--- src/rtl/core/frac_n_synth_program_sequencer_defines.svh ---
// ----------------------------------------------------------------------------
// frac_n_synth_program_sequencer_defines.svh
// Assertion macros for the synthesizer program sequencer.
// ----------------------------------------------------------------------------
`ifndef FRAC_N_SYNTH_PROGRAM_SEQUENCER_DEFINES_SVH
`define FRAC_N_SYNTH_PROGRAM_SEQUENCER_DEFINES_SVH

`ifndef NO_ASSERTIONS

// same-cycle implication
`define FNS_ASSERT_IMPL(label, clk, rst, ante, cons, msg) \
  label: assert property (@(posedge clk) disable iff (rst) (ante) |-> (cons)) \
    else $error(msg);

// next-cycle implication
`define FNS_ASSERT_NEXT(label, clk, rst, ante, cons, msg) \
  label: assert property (@(posedge clk) disable iff (rst) (ante) |=> (cons)) \
    else $error(msg);

`else

`define FNS_ASSERT_IMPL(label, clk, rst, ante, cons, msg)
`define FNS_ASSERT_NEXT(label, clk, rst, ante, cons, msg)

`endif

`endif

--- src/rtl/core/fnsps_pkg.sv ---
// ----------------------------------------------------------------------------
// fnsps_pkg
// Widths, register addresses, fixed data words and write formatting.
// ----------------------------------------------------------------------------
package fnsps_pkg;

  localparam int FREQ_W   = 31;
  localparam int GAIN_W   = 4;
  localparam int ADDR_W   = 5;
  localparam int DATA_W   = 24;
  localparam int K_W      = 6;
  localparam int NINT_W   = 7;
  localparam int QUO_W    = 5;    // quotient bits resolved by the divider stages
  localparam int MHZ_W    = 11;   // 1500 fits in 11 bits
  localparam int PROD_W   = FREQ_W + K_W;
  localparam int REF_SHIFT = 5;   // 32 MHz reference
  localparam int VCO_HALF_MHZ = 1500;

  localparam logic [K_W-1:0] K_MAX = 6'd62;

  // synthesizer register addresses
  localparam logic [ADDR_W-1:0] ADDR_REF_DIV = 5'h02;
  localparam logic [ADDR_W-1:0] ADDR_NINT    = 5'h03;
  localparam logic [ADDR_W-1:0] ADDR_NFRAC   = 5'h04;
  localparam logic [ADDR_W-1:0] ADDR_VCO_SPI = 5'h05;
  localparam logic [ADDR_W-1:0] ADDR_DSM     = 5'h06;
  localparam logic [ADDR_W-1:0] ADDR_CP      = 5'h09;

  // VCO subsystem register addresses
  localparam logic [3:0] VCO_SUB_OUT_DIV = 4'h2;
  localparam logic [3:0] VCO_SUB_MODE    = 4'h3;
  localparam logic [3:0] VCO_SUB_GAIN    = 4'h7;

  // VCO subsystem data with the variable field cleared
  localparam logic [8:0] VCO_OUT_DIV_BASE = 9'h0C0;
  localparam logic [8:0] VCO_GAIN_BASE    = 9'h090;
  localparam logic [8:0] VCO_MODE_WORD    = 9'h09F;

  // full register words
  localparam logic [DATA_W-1:0] REF_DIV_WORD = 24'h000001;
  localparam logic [DATA_W-1:0] DSM_WORD     = 24'h000F4A;
  localparam logic [DATA_W-1:0] CP_WORD      = 24'h2DF264;  // offset code 55
  localparam logic [DATA_W-1:0] AUTOCAL_WORD = 24'h000000;

  typedef enum logic [9:0] {
    ST_IDLE    = 10'b00_0000_0001,
    ST_OUT_DIV = 10'b00_0000_0010,
    ST_GAIN    = 10'b00_0000_0100,
    ST_MODE    = 10'b00_0000_1000,
    ST_REF_DIV = 10'b00_0001_0000,
    ST_DSM     = 10'b00_0010_0000,
    ST_CP      = 10'b00_0100_0000,
    ST_NINT    = 10'b00_1000_0000,
    ST_AUTOCAL = 10'b01_0000_0000,
    ST_NFRAC   = 10'b10_0000_0000
  } seq_state_t;

  typedef struct packed {
    logic [ADDR_W-1:0] addr;
    logic [DATA_W-1:0] data;
    logic              last;
  } reg_write_t;

  // divider datapath width: holds 1500 << frac_bits and f << (QUO_W-1)
  function automatic int div_width(int frac_bits);
    int fmax_w;
    fmax_w = frac_bits + MHZ_W;
    return (fmax_w > FREQ_W + QUO_W) ? fmax_w : FREQ_W + QUO_W;
  endfunction

  function automatic logic [DATA_W-1:0] vco_word(logic [3:0] sub, logic [8:0] vdata);
    return {8'h00, vdata, sub, 3'b000};
  endfunction

  function automatic reg_write_t reg_write(seq_state_t st, logic [K_W-1:0] kdiv,
                                           logic [GAIN_W-1:0] gain,
                                           logic [NINT_W-1:0] nint,
                                           logic [DATA_W-1:0] nfrac);
    reg_write_t w;
    w = '0;
    case (st)
      ST_OUT_DIV: begin
        w.addr = ADDR_VCO_SPI;
        w.data = vco_word(VCO_SUB_OUT_DIV, VCO_OUT_DIV_BASE | {3'b000, kdiv});
      end
      ST_GAIN: begin
        w.addr = ADDR_VCO_SPI;
        w.data = vco_word(VCO_SUB_GAIN, VCO_GAIN_BASE | {5'b00000, gain});
      end
      ST_MODE: begin
        w.addr = ADDR_VCO_SPI;
        w.data = vco_word(VCO_SUB_MODE, VCO_MODE_WORD);
      end
      ST_REF_DIV: begin
        w.addr = ADDR_REF_DIV;
        w.data = REF_DIV_WORD;
      end
      ST_DSM: begin
        w.addr = ADDR_DSM;
        w.data = DSM_WORD;
      end
      ST_CP: begin
        w.addr = ADDR_CP;
        w.data = CP_WORD;
      end
      ST_NINT: begin
        w.addr = ADDR_NINT;
        w.data = DATA_W'(nint);
      end
      ST_AUTOCAL: begin
        w.addr = ADDR_VCO_SPI;
        w.data = AUTOCAL_WORD;
      end
      ST_NFRAC: begin
        w.addr = ADDR_NFRAC;
        w.data = nfrac;
        w.last = 1'b1;
      end
      default: w = '0;
    endcase
    return w;
  endfunction

endpackage

--- src/rtl/core/frac_n_synth_program_sequencer.sv ---
// A request is registered in the front, divider and mul stages, then loaded into the
// sequencer, which offers the first register write. Writes go one per cycle while
// wr_ready is high; the nine-write sequencer paces requests, the stages ahead of it take
// one per cycle unless stalled; up to seven more requests queue in them while writes drain.
// Reset (rst, synchronous, active high) empties all stages and idles the sequencer.
// ----------------------------------------------------------------------------
// frac_n_synth_program_sequencer
// Fractional-N synthesizer programming: frequency request in, register
// writes out.
// ----------------------------------------------------------------------------
module frac_n_synth_program_sequencer #(
  parameter int FREQ_FRAC_BITS = 20
) (
  input  logic                          clk,
  input  logic                          rst,
  // request channel
  input  logic                          req_valid,
  output logic                          req_ready,
  input  logic [fnsps_pkg::FREQ_W-1:0]  freq_q20,
  input  logic [fnsps_pkg::GAIN_W-1:0]  rf_gain,
  // register write channel
  output logic                          wr_valid,
  input  logic                          wr_ready,
  output logic [fnsps_pkg::ADDR_W-1:0]  reg_addr,
  output logic [fnsps_pkg::DATA_W-1:0]  reg_data,
  output logic                          last_write
);
  import fnsps_pkg::*;

  localparam int DW = div_width(FREQ_FRAC_BITS);
  // dividend of k = 2*floor(1500 / f): 1500 MHz in the input's fixed point
  localparam logic [DW-1:0] FMAX = DW'(VCO_HALF_MHZ) << FREQ_FRAC_BITS;

  // Pipeline, one register stage each:
  //   front    clamp f to 1500 MHz, flag f <= fmax/32 (k saturates at 62)
  //   div x5   restoring division, one quotient bit per stage, MSB first
  //   mul      k = 2*quotient or 62, then k * f
  //   seq      Nint / Nfrac slices, nine writes from a one-hot sequencer
  // front, div and mul each hold a valid bit and stall only when full and blocked.

  logic              dv_valid [0:QUO_W];
  logic              dv_ready [0:QUO_W];
  logic [FREQ_W-1:0] dv_f     [0:QUO_W];
  logic [GAIN_W-1:0] dv_gain  [0:QUO_W];
  logic              dv_big   [0:QUO_W];
  logic [DW-1:0]     dv_rem   [0:QUO_W];
  logic [QUO_W-1:0]  dv_quo   [0:QUO_W];

  logic              mul_valid;
  logic              mul_ready;
  logic [K_W-1:0]    mul_k;
  logic [GAIN_W-1:0] mul_gain;
  logic [PROD_W-1:0] mul_prod;

  fnsps_front #(
    .FREQ_FRAC_BITS(FREQ_FRAC_BITS)
  ) u_front (
    .clk         (clk),
    .rst         (rst),
    .feed_valid  (req_valid),
    .feed_ready  (req_ready),
    .freq_q20    (freq_q20),
    .rf_gain     (rf_gain),
    .stage_valid (dv_valid[0]),
    .stage_ready (dv_ready[0]),
    .stage_f     (dv_f[0]),
    .stage_gain  (dv_gain[0]),
    .stage_big   (dv_big[0])
  );

  // division starts from the constant dividend and an empty quotient
  assign dv_rem[0] = FMAX;
  assign dv_quo[0] = '0;

  for (genvar i = 0; i < QUO_W; i++) begin : g_div
    fnsps_div_step #(
      .FREQ_FRAC_BITS(FREQ_FRAC_BITS),
      .QBIT          (QUO_W - 1 - i)
    ) u_step (
      .clk         (clk),
      .rst         (rst),
      .feed_valid  (dv_valid[i]),
      .feed_ready  (dv_ready[i]),
      .f           (dv_f[i]),
      .gain        (dv_gain[i]),
      .big         (dv_big[i]),
      .rem         (dv_rem[i]),
      .quo         (dv_quo[i]),
      .stage_valid (dv_valid[i+1]),
      .stage_ready (dv_ready[i+1]),
      .stage_f     (dv_f[i+1]),
      .stage_gain  (dv_gain[i+1]),
      .stage_big   (dv_big[i+1]),
      .stage_rem   (dv_rem[i+1]),
      .stage_quo   (dv_quo[i+1])
    );
  end

  // the remainder after the last stage is not needed further on
  fnsps_mul u_mul (
    .clk         (clk),
    .rst         (rst),
    .feed_valid  (dv_valid[QUO_W]),
    .feed_ready  (dv_ready[QUO_W]),
    .f           (dv_f[QUO_W]),
    .gain        (dv_gain[QUO_W]),
    .big         (dv_big[QUO_W]),
    .quo         (dv_quo[QUO_W]),
    .stage_valid (mul_valid),
    .stage_ready (mul_ready),
    .stage_k     (mul_k),
    .stage_gain  (mul_gain),
    .stage_prod  (mul_prod)
  );

  // takes a request when idle, or the next one in the same cycle as the last write's transfer
  fnsps_seq #(
    .FREQ_FRAC_BITS(FREQ_FRAC_BITS)
  ) u_seq (
    .clk        (clk),
    .rst        (rst),
    .feed_valid (mul_valid),
    .feed_ready (mul_ready),
    .kdiv       (mul_k),
    .gain       (mul_gain),
    .prod       (mul_prod),
    .wr_valid   (wr_valid),
    .wr_ready   (wr_ready),
    .reg_addr   (reg_addr),
    .reg_data   (reg_data),
    .last_write (last_write)
  );

endmodule

--- src/rtl/core/fnsps_front.sv ---
// ----------------------------------------------------------------------------
// fnsps_front
// Input stage: clamps the frequency and flags requests that take k = 62.
// ----------------------------------------------------------------------------
module fnsps_front #(
  parameter int FREQ_FRAC_BITS = 20
) (
  input  logic                          clk,
  input  logic                          rst,
  input  logic                          feed_valid,
  output logic                          feed_ready,
  input  logic [fnsps_pkg::FREQ_W-1:0]  freq_q20,
  input  logic [fnsps_pkg::GAIN_W-1:0]  rf_gain,
  output logic                          stage_valid,
  input  logic                          stage_ready,
  output logic [fnsps_pkg::FREQ_W-1:0]  stage_f,
  output logic [fnsps_pkg::GAIN_W-1:0]  stage_gain,
  output logic                          stage_big
);
  import fnsps_pkg::*;

  localparam int DW = div_width(FREQ_FRAC_BITS);
  localparam logic [DW-1:0] FMAX = DW'(VCO_HALF_MHZ) << FREQ_FRAC_BITS;

  logic [DW-1:0]     f_ext;
  logic [FREQ_W-1:0] f_clamp;
  logic              big;

  assign f_ext   = DW'(freq_q20);
  assign f_clamp = (f_ext > FMAX) ? FREQ_W'(FMAX) : freq_q20;
  // fmax/f >= 32 (zero included): divider saturates at 62
  assign big     = f_ext <= (FMAX >> QUO_W);

  assign feed_ready = !stage_valid || stage_ready;

  always_ff @(posedge clk) begin
    if (rst) begin
      stage_valid <= 1'b0;
    end else if (feed_ready) begin
      stage_valid <= feed_valid;
    end
  end

  always_ff @(posedge clk) begin
    if (feed_valid && feed_ready) begin
      stage_f    <= f_clamp;
      stage_gain <= rf_gain;
      stage_big  <= big;
    end
  end

endmodule

--- src/rtl/core/fnsps_div_step.sv ---
// ----------------------------------------------------------------------------
// fnsps_div_step
// One restoring-division stage: resolves quotient bit QBIT of fmax / f.
// ----------------------------------------------------------------------------
module fnsps_div_step #(
  parameter int FREQ_FRAC_BITS = 20,
  parameter int QBIT           = 4
) (
  input  logic                                        clk,
  input  logic                                        rst,
  input  logic                                        feed_valid,
  output logic                                        feed_ready,
  input  logic [fnsps_pkg::FREQ_W-1:0]                f,
  input  logic [fnsps_pkg::GAIN_W-1:0]                gain,
  input  logic                                        big,
  input  logic [fnsps_pkg::div_width(FREQ_FRAC_BITS)-1:0] rem,
  input  logic [fnsps_pkg::QUO_W-1:0]                 quo,
  output logic                                        stage_valid,
  input  logic                                        stage_ready,
  output logic [fnsps_pkg::FREQ_W-1:0]                stage_f,
  output logic [fnsps_pkg::GAIN_W-1:0]                stage_gain,
  output logic                                        stage_big,
  output logic [fnsps_pkg::div_width(FREQ_FRAC_BITS)-1:0] stage_rem,
  output logic [fnsps_pkg::QUO_W-1:0]                 stage_quo
);
  import fnsps_pkg::*;

  localparam int DW = div_width(FREQ_FRAC_BITS);

  logic [DW-1:0]    sub;
  logic             ge;
  logic [DW-1:0]    rem_next;
  logic [QUO_W-1:0] quo_next;

  assign sub      = DW'(f) << QBIT;
  assign ge       = rem >= sub;
  assign rem_next = ge ? (rem - sub) : rem;
  assign quo_next = quo | (QUO_W'(ge) << QBIT);

  assign feed_ready = !stage_valid || stage_ready;

  always_ff @(posedge clk) begin
    if (rst) begin
      stage_valid <= 1'b0;
    end else if (feed_ready) begin
      stage_valid <= feed_valid;
    end
  end

  always_ff @(posedge clk) begin
    if (feed_valid && feed_ready) begin
      stage_f    <= f;
      stage_gain <= gain;
      stage_big  <= big;
      stage_rem  <= rem_next;
      stage_quo  <= quo_next;
    end
  end

endmodule

--- src/rtl/core/fnsps_mul.sv ---
// ----------------------------------------------------------------------------
// fnsps_mul
// Picks the output divider k and forms k * f.
// ----------------------------------------------------------------------------
module fnsps_mul (
  input  logic                          clk,
  input  logic                          rst,
  input  logic                          feed_valid,
  output logic                          feed_ready,
  input  logic [fnsps_pkg::FREQ_W-1:0]  f,
  input  logic [fnsps_pkg::GAIN_W-1:0]  gain,
  input  logic                          big,
  input  logic [fnsps_pkg::QUO_W-1:0]   quo,
  output logic                          stage_valid,
  input  logic                          stage_ready,
  output logic [fnsps_pkg::K_W-1:0]     stage_k,
  output logic [fnsps_pkg::GAIN_W-1:0]  stage_gain,
  output logic [fnsps_pkg::PROD_W-1:0]  stage_prod
);
  import fnsps_pkg::*;

  logic [K_W-1:0] kdiv;

  // quotient 31 already gives 62, so only the saturated case needs the clamp
  assign kdiv = big ? K_MAX : {quo, 1'b0};

  assign feed_ready = !stage_valid || stage_ready;

  always_ff @(posedge clk) begin
    if (rst) begin
      stage_valid <= 1'b0;
    end else if (feed_ready) begin
      stage_valid <= feed_valid;
    end
  end

  always_ff @(posedge clk) begin
    if (feed_valid && feed_ready) begin
      stage_k    <= kdiv;
      stage_gain <= gain;
      stage_prod <= PROD_W'(kdiv) * PROD_W'(f);
    end
  end

endmodule

--- src/rtl/core/fnsps_seq.sv ---
// ----------------------------------------------------------------------------
// fnsps_seq
// Splits k*f into Nint / Nfrac and plays out the nine register writes.
// ----------------------------------------------------------------------------
`include "frac_n_synth_program_sequencer_defines.svh"

module fnsps_seq #(
  parameter int FREQ_FRAC_BITS = 20
) (
  input  logic                          clk,
  input  logic                          rst,
  input  logic                          feed_valid,
  output logic                          feed_ready,
  input  logic [fnsps_pkg::K_W-1:0]     kdiv,
  input  logic [fnsps_pkg::GAIN_W-1:0]  gain,
  input  logic [fnsps_pkg::PROD_W-1:0]  prod,
  output logic                          wr_valid,
  input  logic                          wr_ready,
  output logic [fnsps_pkg::ADDR_W-1:0]  reg_addr,
  output logic [fnsps_pkg::DATA_W-1:0]  reg_data,
  output logic                          last_write
);
  import fnsps_pkg::*;

  localparam int SH = REF_SHIFT + FREQ_FRAC_BITS;

  seq_state_t          state;
  seq_state_t          state_next;
  logic [K_W-1:0]      held_out_div;
  logic [GAIN_W-1:0]   held_gain;
  logic [NINT_W-1:0]   held_int_div;
  logic [DATA_W-1:0]   held_frac_div;

  logic [SH+DATA_W-1:0] frac_ext;
  logic [NINT_W-1:0]    nint;
  logic [DATA_W-1:0]    nfrac;
  reg_write_t           wr;
  logic                 finish;

  // floor(2^24 * frac(prod / 2^SH)) is the top 24 bits of {frac, 24'b0}
  assign frac_ext = {prod[SH-1:0], {DATA_W{1'b0}}};
  assign nfrac    = frac_ext[SH+DATA_W-1:SH];
  assign nint     = prod[SH+NINT_W-1:SH];

  assign wr_valid   = (state != ST_IDLE);
  assign finish     = (state == ST_NFRAC) && wr_ready;
  assign feed_ready = (state == ST_IDLE) || finish;

  assign wr         = reg_write(state, held_out_div, held_gain, held_int_div, held_frac_div);
  assign reg_addr   = wr.addr;
  assign reg_data   = wr.data;
  assign last_write = wr.last;

  always_comb begin
    state_next = state;
    case (state)
      ST_IDLE:    if (feed_valid) state_next = ST_OUT_DIV;
      ST_OUT_DIV: if (wr_ready) state_next = ST_GAIN;
      ST_GAIN:    if (wr_ready) state_next = ST_MODE;
      ST_MODE:    if (wr_ready) state_next = ST_REF_DIV;
      ST_REF_DIV: if (wr_ready) state_next = ST_DSM;
      ST_DSM:     if (wr_ready) state_next = ST_CP;
      ST_CP:      if (wr_ready) state_next = ST_NINT;
      ST_NINT:    if (wr_ready) state_next = ST_AUTOCAL;
      ST_AUTOCAL: if (wr_ready) state_next = ST_NFRAC;
      ST_NFRAC:   if (wr_ready) state_next = feed_valid ? ST_OUT_DIV : ST_IDLE;
      default:    state_next = ST_IDLE;
    endcase
  end

  always_ff @(posedge clk) begin
    if (rst) begin
      state <= ST_IDLE;
    end else begin
      state <= state_next;
    end
  end

  always_ff @(posedge clk) begin
    if (feed_valid && feed_ready) begin
      held_out_div  <= kdiv;
      held_gain     <= gain;
      held_int_div  <= nint;
      held_frac_div <= nfrac;
    end
  end

  `FNS_ASSERT_NEXT(a_load_starts, clk, rst, feed_valid && feed_ready, state == ST_OUT_DIV, "load did not start a sequence")
  `FNS_ASSERT_NEXT(a_mid_write_holds, clk, rst, wr_valid && wr_ready && !last_write, wr_valid, "sequence dropped before last write")
  `FNS_ASSERT_IMPL(a_k_even, clk, rst, wr_valid, held_out_div[0] == 1'b0 && held_out_div != '0 && held_out_div <= K_MAX, "output divider out of range")
  `FNS_ASSERT_IMPL(a_load_on_last, clk, rst, wr_valid && feed_ready, last_write && wr_ready, "reload while writes pending")

endmodule

--- config.mk ---
export PLATFORM = sky130hd
export DESIGN_NAME = frac_n_synth_program_sequencer
export DESIGN_NICKNAME = d
export VERILOG_FILES = /design/src/rtl/core/fnsps_pkg.sv /design/src/rtl/core/frac_n_synth_program_sequencer.sv /design/src/rtl/core/fnsps_front.sv /design/src/rtl/core/fnsps_div_step.sv /design/src/rtl/core/fnsps_mul.sv /design/src/rtl/core/fnsps_seq.sv
export VERILOG_INCLUDE_DIRS = /design/src /design/src/rtl/core
export SDC_FILE = /design/constraint.sdc
export NUM_CORES = 1
export LEC_CHECK = 0
export CELL_PAD_IN_SITES_DETAIL_PLACEMENT = 1
export CELL_PAD_IN_SITES_GLOBAL_PLACEMENT = 1
export CORE_MARGIN = 2
export CORE_UTILIZATION = 35
export CTS_CLUSTER_SIZE = 28
export DETAILED_ROUTE_END_ITERATION = 10
export DONT_BUFFER_PORTS = 1
export PLACE_DENSITY_LB_ADDON = 0.1
export SETUP_SLACK_MARGIN = 0.2
export SLEW_MARGIN = 25
export SYNTH_ARGS = -nofsm -noshare
export SYNTH_HDL_FRONTEND = slang
export SYNTH_SLANG_ARGS = --single-unit
--- constraint.sdc ---
create_clock -name clk -period 9.7 [get_ports clk]
set_input_delay 0.485 -clock clk [delete_from_list [all_inputs] [get_ports clk]]
set_output_delay 0.485 -clock clk [all_outputs]
set_load 0.03 [all_outputs]
# After elaboration in Yosys (flattened, before gate mapping)
# Index checks and enable logic that the tools add are counted.
dict set report classes {
  n_reduce_logical 25
  eq_ne 21
  addsub 4
  multipliers 1
  magnitude_cmp 7
  mux 18
  bitwise 4
}
# operator n
set op_table {}
lappend op_table {{case mux 28 bit (9 select lines)} 1}
lappend op_table {{two-way mux 36 bit} 3}
lappend op_table {{two-way mux 10 bit} 10}
lappend op_table {{case mux 10 bit (10 select lines)} 1}
lappend op_table {{greater-or-equal comparator 36 x 31 -> 1 bit} 1}
lappend op_table {{greater-or-equal comparator 36 x 32 -> 1 bit} 1}
lappend op_table {{greater-or-equal comparator 36 x 33 -> 1 bit} 1}
lappend op_table {{greater-or-equal comparator 36 x 34 -> 1 bit} 1}
lappend op_table {{subtractor 31 x 35 -> 36 bit, first input constant} 1}
lappend op_table {{subtractor 36 x 32 -> 36 bit} 1}
lappend op_table {{subtractor 36 x 33 -> 36 bit} 1}
lappend op_table {{subtractor 36 x 34 -> 36 bit} 1}
lappend op_table {{greater-or-equal comparator 31 x 35 -> 1 bit, first input constant} 1}
lappend op_table {{multiplier 6 x 31 -> 32 bit} 1}
lappend op_table {{> comparator 31 bit, second input constant} 1}
lappend op_table {{less-or-equal comparator 31 x 26 -> 1 bit, second input constant} 1}
lappend op_table {{inequality test 2 bit, second input constant} 10}
lappend op_table {{== test 10 x 1 -> 1 bit, second input constant} 1}
lappend op_table {{== test 10 bit, second input constant} 1}
lappend op_table {{== test 10 x 2 -> 1 bit, second input constant} 1}
lappend op_table {{== test 10 x 3 -> 1 bit, second input constant} 1}
lappend op_table {{== test 10 x 4 -> 1 bit, second input constant} 1}
lappend op_table {{== test 10 x 5 -> 1 bit, second input constant} 1}
lappend op_table {{== test 10 x 6 -> 1 bit, second input constant} 1}
lappend op_table {{other kinds (15)} 36}
dict set report totals {
  word_cells 122
  reg_bits 481
  out_inout_bits 32
}

# Logic depth before layout (Yosys ltp)
# Gate-level depths: netlist of the first run.
dict set report depth {
  depth_word 11
  ltp_mapped 21
  depth_no_buf 19
}

# By module
# A second synthesis of the first run with hierarchy kept.
dict set report unflattened {
  cells_unflattened 3362
  area_unflattened_um2 34782.1
}
# module n_inst cells_each area_per_inst_um2
set modules_own_cells {}
lappend modules_own_cells {fnsps_mul 1 787 7258.2}
lappend modules_own_cells {{fnsps_div_step at g_div[3].u_step} 1 473 4800.9}
lappend modules_own_cells {{fnsps_div_step at g_div[4].u_step} 1 453 4754.6}
lappend modules_own_cells {{fnsps_div_step at g_div[1].u_step} 1 448 4710.8}
lappend modules_own_cells {{fnsps_div_step at g_div[0].u_step} 1 445 4619.4}
lappend modules_own_cells {{fnsps_div_step at g_div[2].u_step} 1 431 4600.7}
lappend modules_own_cells {fnsps_seq 1 201 2418.6}
lappend modules_own_cells {fnsps_front 1 122 1611.5}
lappend modules_own_cells {frac_n_synth_program_sequencer 1 2 7.5}

# Worst setup path after synthesis of the first run
# Ideal clock, no wire load.
dict set report synth_timing {
  path_type {register to register}
  start {register u_seq.state[5]}
  end {register g_div[0].u_step.stage_big, enable pin}
  stages_incl_launch_ff 9
  path_buffers 1
  slack_ns 1.857
  setup_time_ns 0.602
  synth_period_minus_slack_ns 7.843
  arrival_ns 7.242
  path_cell_list {dfxtp_1 > nor4_1 > nand4_1 > a21boi_1 > and2_1 > and3_1 > and3_1 > clkbuf_1 > a21boi_0}
}
dict set report synth_via {
  elab_chain_cells 10
}
# item line
set synth_rtl {}
lappend synth_rtl {{start, declared} fnsps_seq.sv:27} ;# seq_state_t state;
lappend synth_rtl {{start signal, assigned} fnsps_seq.sv:75} ;# state <= state_next;
lappend synth_rtl {{== test 10 bit} fnsps_seq.sv:46} ;# assign finish = (state == ST_NFRAC) && wr_ready;
lappend synth_rtl {{logical AND 1 bit} fnsps_seq.sv:46}
lappend synth_rtl {{logical OR 1 bit (*)} fnsps_seq.sv:47} ;# assign feed_ready = (state == ST_IDLE) || finish;
lappend synth_rtl {{logical OR 1 bit (*)} fnsps_mul.sv:27} ;# assign feed_ready = !stage_valid || stage_ready;
lappend synth_rtl {{logical OR 1 bit (*) (5 in series)} fnsps_div_step.sv:40} ;# assign feed_ready = !stage_valid || stage_ready;
lappend synth_rtl {{logical AND 1 bit (*)} fnsps_div_step.sv:51} ;# if (feed_valid && feed_ready) begin
lappend synth_rtl {{end signal, assigned} fnsps_div_step.sv:54} ;# stage_big <= big;
lappend synth_rtl {{end, declared} fnsps_div_step.sv:22} ;# output logic stage_big,
# Every way passes the cells marked *; elsewhere a longest branch is shown, timed or not.
# A chain may end at the register's enable or synchronous reset.

# Worst setup path after layout of the first run
dict set report layout_timing {
  start {register g_div[4].u_step.stage_big}
  end {register u_mul.stage_prod[30] (netlist name), data pin}
}
dict set report layout_via {
  elab_chain_cells 2
}
# item line
set layout_rtl {}
lappend layout_rtl {{start, declared} fnsps_div_step.sv:22}
lappend layout_rtl {{start signal, assigned} fnsps_div_step.sv:54}
lappend layout_rtl {{two-way mux 6 bit} fnsps_mul.sv:25} ;# assign kdiv = big ? K_MAX : {quo, 1'b0};
lappend layout_rtl {{multiplier 6 x 31 -> 32 bit} fnsps_mul.sv:41} ;# stage_prod <= PROD_W'(kdiv) * PROD_W'(f);
lappend layout_rtl {{end signal, assigned} fnsps_mul.sv:41}
lappend layout_rtl {{end, declared} fnsps_mul.sv:18} ;# output logic [fnsps_pkg::PROD_W-1:0] stage_prod
# Every way passes these cells.

==> results_dict.tcl, run 1 <==
set metrics [dict create \
    status "completed" \
    final_hold_viol_count 0 \
    diodes 0 \
    crit_path_max_fanout 29 \
    ios 71 \
    synth-seq-cells 462 \
    drtIter0Drc 755 \
    drc_errors 0 \
    rr_worst_depth 17 \
    fin_crit_ps 5690 \
    cts_setup_buffers 0 \
    ant_nets 0 \
    syn_avg_cell_area_sq_um 11.2 \
    die_w_um 284 \
    ys.flop_type "edfxtp_1" \
    ir_drop_uv 138 \
    clock_skew_ps 18.5 \
    nets 2788 \
    slew_violations 0 \
    final_area_sq_um 30600 \
    postCtsHoldBufs 7 \
    max_cap_violations 0 \
    grt_pass1_vias 19000 \
    hpwl_um 47900 \
    criticalPathCategory "register to register" \
    period_share_pct 58.7 \
    grt_max_degree 72 \
    cp-start-kind "register" \
    clk_latency_ps 610 \
    first_pass_iters 5 \
    place_area_sq_um 28800 \
    fp.dieArea_sq_um 80800 \
    cts_sinks 462 \
    slew_headroom_pct 19.7 \
    grt_pass1_wl_um 100000 \
    tns_ps 0 \
    grt_antenna_before_repair 0 \
    routed_wl_um 60700 \
    numCtsBuffers 54 \
    via_count 17400 \
    htreeDepth 2 \
    async_flop_share_pct 0 \
    post_drt_wl_per_cell_um 17.0 \
    drive_above_1_share_pct 6.69 \
    fp.dieH_um 284 \
    power.leakage_nw 12.2 \
    yosysUniqueCellTypes 80 \
    synthesis.instances 2462 \
    synth_area_sq_um 27500 \
    pwr_density_cell_nw_per_um2 144 \
    placedCellCount 3459 \
    initial_core_util_pct 35.4 \
    syn2layout_area_growth_pct 11.5 \
    cts_resized 0 \
    hp-class "input port to register" \
    portBuffers 0 \
    hold_depth 1 \
    worst_pin_slew_ps 1170 \
    crit_arrival_ps 6030 \
    synth_edf_count 445 \
    grt_overflow 0 \
    clock.fmax_mhz 176 \
    setup_viol 0 \
    ys_seq_area_share_pct 49.9 \
    via_per_inst 4.88 \
    cp.required_ps 10040 \
    cts_tree "built" \
    cts_root_buffer "clkbuf_16" \
    yosys_warnings 0 \
    clock_path_buffers 3 \
    place.gp.congestion 0.838 \
    rows 102 \
    coreArea_sq_um 77600 \
    clkSlewWorstSetupHoldPaths_ps 60 \
    grt_setup_unrepaired "false" \
    grt_usage_pct 15.2 \
    setup.worst_path.end_class "register" \
    layout.cells.non_filler 3566 \
]
worst max-delay path, stage by stage, from the launching register on:
cell	delay (ps)
edfxtp_1	450
or2_2	550
and2_1	280
fa_1	490
fa_1	550
inv_1	50
fa_1	530
inv_1	40
ha_1	340
nor2b_1	160
o21a_1	140
o21ai_0	120
a21oi_1	240
o221ai_1	330
o41ai_1	690
a311o_1	250
a21oi_1	80
xnor2_1	130
through the flow:
step	setup slack, ps	utilization (%)	power, W	hold slack, ps
3_5_place_dp	3920	37.1	0.00239	406
2_1_floorplan	1860	-	0.00236	400
3_3_place_gp	4000	37.0	0.00239	402
4_1_cts	3900	39.5	0.00449	14.3
5_1_grt	3650	39.5	0.00457	27.6
6_report	4010	39.5	0.00441	59.4
synthesized netlist by cell type, types with 5 or more instances:
master | count | area share [%]
nand3_1 | 36 | 0.66
mux2_2 | 19 | 0.78
xor2_1 | 46 | 1.5
fa_1 | 83 | 6.0
clkbuf_1 | 51 | 0.70
or3_1 | 17 | 0.39
buf_6 | 5 | 0.20
and2_1 | 105 | 2.4
nor3_1 | 26 | 0.47
buf_2 | 5 | 0.091
a21boi_0 | 10 | 0.27
nand3b_1 | 7 | 0.19
nor2b_1 | 87 | 2.0
nor3b_1 | 9 | 0.25
or4_1 | 5 | 0.14
a21o_1 | 55 | 1.5
a31o_2 | 5 | 0.16
dfxtp_1 | 17 | 1.2
o41ai_1 | 5 | 0.16
o21ai_0 | 81 | 1.5
a211oi_1 | 22 | 0.60
edfxtp_1 | 445 | 49
a31oi_1 | 11 | 0.25
nand2b_1 | 28 | 0.64
inv_1 | 308 | 4.2
o211ai_1 | 20 | 0.55
a221oi_1 | 6 | 0.19
nand2_1 | 141 | 1.9
a21oi_1 | 147 | 2.7
o31ai_1 | 9 | 0.25
or2_2 | 13 | 0.30
xnor2_1 | 82 | 2.6
o21a_1 | 18 | 0.49
nand4_1 | 21 | 0.48
ha_1 | 184 | 8.4
and3_1 | 15 | 0.34
a21oi_2 | 5 | 0.16
mux2i_1 | 12 | 0.44
o31a_1 | 5 | 0.16
a211o_1 | 10 | 0.32
o21bai_1 | 20 | 0.55
nor2_1 | 174 | 2.4
nor4_1 | 14 | 0.32
a221o_1 | 11 | 0.40
path summary, 6_finish.rpt:
kind | endpoint | slack [ps] | start
setup / recovery | u_mul.stage_prod[30] | 4010 | g_div[4].u_step.stage_big
hold reg to reg | u_seq.held_frac_div[7] | 410 | u_mul.stage_prod[8]
setup reg to reg | u_mul.stage_prod[30] | 4010 | g_div[4].u_step.stage_big
hold / removal | u_front.stage_f[26] | 60 | freq_q20[26]
flip-flops by register name (all words and copies together), names as in the netlist, 7 cells and up:
register / count
u_mul.stage_prod: 31
g_div.u_step.stage_quo: 15
g_div.u_step.stage_f: 155
g_div.u_step.stage_gain: 20
u_seq.held_frac_div: 24
g_div.u_step.stage_rem: 134
u_seq.state: 10
u_front.stage_f: 31
u_seq.held_int_div: 7
per-layer routing:
| layer | vias to the layer above | routed length, um | track usage [%] |
|---|---|---|---|
| li1 | 8714 | - | - |
| met2 | 195 | 29800 | 27.3 |
| met5 | - | 0 | 0 |
| met1 | 8398 | 27300 | 18.7 |
| met4 | 0 | 2170 | 5.63 |
| met3 | 95 | 1460 | 1.86 |
area by class of cell:
type | instances | area, sq um
fill | 8562 | 46900
sequential | 462 | 13700
multi-input combinational | 1628 | 12400
clock buffer | 65 | 1410
tap | 1040 | 1300
inverter | 309 | 1160
clock inverter | 35 | 392
timing repair buffer | 27 | 240
cells in the final DEF (no fill, tap or decap), types with 20 or more instances in the layout:
| cell type | instances |
|---|---|
| edfxtp_1 | 445 |
| inv_1 | 308 |
| ha_1 | 184 |
| nor2_1 | 172 |
| a21oi_1 | 146 |
| nand2_1 | 141 |
| and2_1 | 105 |
| nor2b_1 | 83 |
| fa_1 | 83 |
| xnor2_1 | 82 |
| o21ai_0 | 80 |
| a21o_1 | 55 |
| clkbuf_16 | 55 |
| xor2_1 | 46 |
| nand3_1 | 36 |
| nand2b_1 | 28 |
| nor3_1 | 26 |
| a211oi_1 | 22 |
| nand4_1 | 21 |
| o211ai_1 | 20 |
| o21bai_1 | 20 |
report_power, final:
part	switching (W)	total, W	internal (W)
combinational	0.0000781	0.000127	0.0000486
clock	0.000832	0.00206	0.00123
sequential	0.0000191	0.00222	0.00220
total	0.000929	0.00441	0.00348
logic make-up (layout without fill, tap and decap cells):
group           count (synthesis)  after routing  share of synthesized area, %
simple gates                  710            710                          13.3
other cells                     1              3                        0.0136
compound gates                485            485                          11.6
flops                         462            462                          49.9
xor+xnor                      128            128                          4.08
buf+inv                       374            436                          5.28
mux                            35             35                          1.43
fa+ha+maj                     267            267                          14.4
Note: power is estimated with default switching activity, not from simulation.
==> inputs of run 2 (changes only) <==
clock period = 4.7 ns   (was 9.7 ns; I/O delays follow)
==> results_dict.tcl, run 2 (synthesized netlist as in run 1, its figures left out) <==
set metrics [dict create \
    slew_violations 0 \
    violations "setup timing" \
    slew_headroom_pct 33.4 \
    num-fill-cells 8446 \
    setup_viol 8 \
    grt_pass1_wl_um 105000 \
    crit_path_max_fanout 6 \
    hp-class "input port to register" \
    reg.largest.list "g_div.u_step.stage_f x155, g_div.u_step.stage_rem x134" \
    numCtsBuffers 54 \
    post_drt_wl_per_cell_um 17.4 \
    ir_drop_uv 257 \
    placedCellCount 3531 \
    cp-start-kind "register" \
    clock.fmax_mhz 205 \
    drtIter0Drc 868 \
    coreArea_sq_um 77600 \
    power.leakage_nw 13.0 \
    power_w 0.00910 \
    grt_usage_pct 16.1 \
    drc_errors 0 \
    p_int_w 0.00720 \
    p_sw_share_pct 20.9 \
    cp.required_ps 5040 \
    first_pass_iters 5 \
    routed_wl_um 64500 \
    setup_ws_ps -187 \
    grt_overflow 0 \
    fp.dieH_um 284 \
    crit_arrival_ps 5220 \
    rows 102 \
    layout.cells.non_filler 3703 \
    clk_latency_ps 600 \
    grt_pass1_vias 19900 \
    status "finished with violations" \
    final_cell_mix "445 x edfxtp_1, 296 x inv_1, 168 x nor2_1, 164 x ha_1, 137 x nand2_1" \
    clock_path_buffers 3 \
    place.gp.congestion 0.922 \
    clock_skew_ps 21.7 \
    diodes 0 \
    seq_area_sq_um 13700 \
    fp.dieArea_sq_um 80800 \
    setup.worst_path.end_class "register" \
    syn2layout_area_growth_pct 18.5 \
    period_share_pct 104 \
    drive_above_1_share_pct 14.7 \
    ant_nets 0 \
    pwr-share-clk_pct 46.3 \
    ios 71 \
    cts_sinks 462 \
    grt_setup_unrepaired "true" \
    power_frac_seq_pct 50.4 \
    clkSlewWorstSetupHoldPaths_ps 60 \
    fin_crit_ps 4890 \
    grt_antenna_before_repair 0 \
    pwr-share-comb_pct 3.3 \
    worst_pin_slew_ps 997 \
    via_count 18000 \
    p_sw_w 0.00190 \
    final_common_cell "edfxtp_1" \
    max_cap_violations 0 \
    criticalPathCategory "register to register" \
    htreeDepth 2 \
    hpwl_um 50000 \
    max_flop_register "g_div.u_step.stage_f" \
    portBuffers 0 \
    die_w_um 284 \
    preCtsSetupSlack_ps -309 \
    pwr_density_cell_nw_per_um2 279 \
    tns_ps -617 \
    cts_root_buffer "clkbuf_16" \
    multi_input_area_sq_um 13100 \
    largest_reg_flops 155 \
    cts_tree "built" \
    initial_core_util_pct 35.4 \
    via_per_inst 4.86 \
    final_hold_viol_count 0 \
    grt_max_degree 58 \
    nets 2926 \
]
-- run 2: changes by cell type in the layout (fill, tap and decap cells not counted), moves of 8 or more --
cell,previous run,this run
a21oi_1,146,130
a21oi_2,5,21
and2_1,105,81
and2_4,0,24
buf_12,0,9
buf_4,19,96
buf_6,0,18
dlygate4sd3_1,7,38
ha_1,184,164
ha_4,0,15
inv_1,308,296
inv_2,0,12
or2_4,0,8
-- run 2: worst max-delay path, stage by stage, from the launching register on --
cell      delay [ps]
edfxtp_1         470
buf_6            170
or2_4            280
and2_4           180
fa_1             500
fa_1             520
inv_2             50
fa_1             540
inv_2             50
ha_4             220
and3_4           180
buf_6            120
a211oi_4         290
o211ai_1         150
a21oi_2          200
o41ai_4          120
a311o_1          380
a21oi_2          150
xnor2_1           80
-- run 2: layout make-up --
class / count / area share (%)
clock inverters: 34 / 1.03
repair buffers: 162 / 4.63
multi-input cells: 1631 / 40.2
well taps: 1040 / 4.00
inverters: 309 / 3.56
flip-flops and latches: 462 / 42.1
clock buffers: 65 / 4.47
-- run 2: metrics by stage --
step / cell area, sq um / util, % / hold slack, ps
after floorplan: 27800 / - / 334
after global placement: 29600 / 38.1 / 312
after detailed placement: 29600 / 38.2 / 314
after CTS: 32200 / 41.5 / 2.13
after global routing: 32600 / 42.0 / 34.9
final: 32600 / 42.0 / 40.0
-- run 2: final timing paths --
kind | to | cells past startpoint | slack (ps) | start
max | u_mul.stage_prod[30] | 18 | -190 | g_div[4].u_step.stage_big
min | u_front.stage_big | 3 | 40 | freq_q20[26]
max reg2reg | u_mul.stage_prod[30] | 18 | -190 | g_div[4].u_step.stage_big
min reg2reg | g_div[1].u_step.stage_gain[2] | 0 | 420 | g_div[0].u_step.stage_gain[2]
-- run 2: repair_timing --
| item | 4_1_cts | 5_1_grt |
|---|---|---|
| pin swaps | 45 | 36 |
| cloned | 3 | 1 |
| setup endpoints to repair | 15 | 19 |
| gates resized for setup | 74 | 48 |
| hold buffers | 38 | 0 |
| hold endpoints to repair | 53 | 0 |
| buffers inserted | 19 | 11 |
-- run 2: power groups by stage --
stage	Clock, W	Combinational [W]	Sequential [W]
floorplan	0	0.000199	0.00466
global placement	0	0.000272	0.00467
detailed placement	0	0.000278	0.00467
CTS	0.00437	0.000308	0.00459
global route	0.00451	0.000340	0.00459
finish	0.00421	0.000303	0.00459
-- run 2: metal layers --
layer / GRT usage (%) / routed length [um] / up-vias
met2: 29.4 / 32500 / 259
met3: 1.90 / 1590 / 136
li1: - / - / 8971
met1: 18.4 / 27100 / 8643
met4: 8.07 / 3340 / 0
met5: 0 / 0 / -
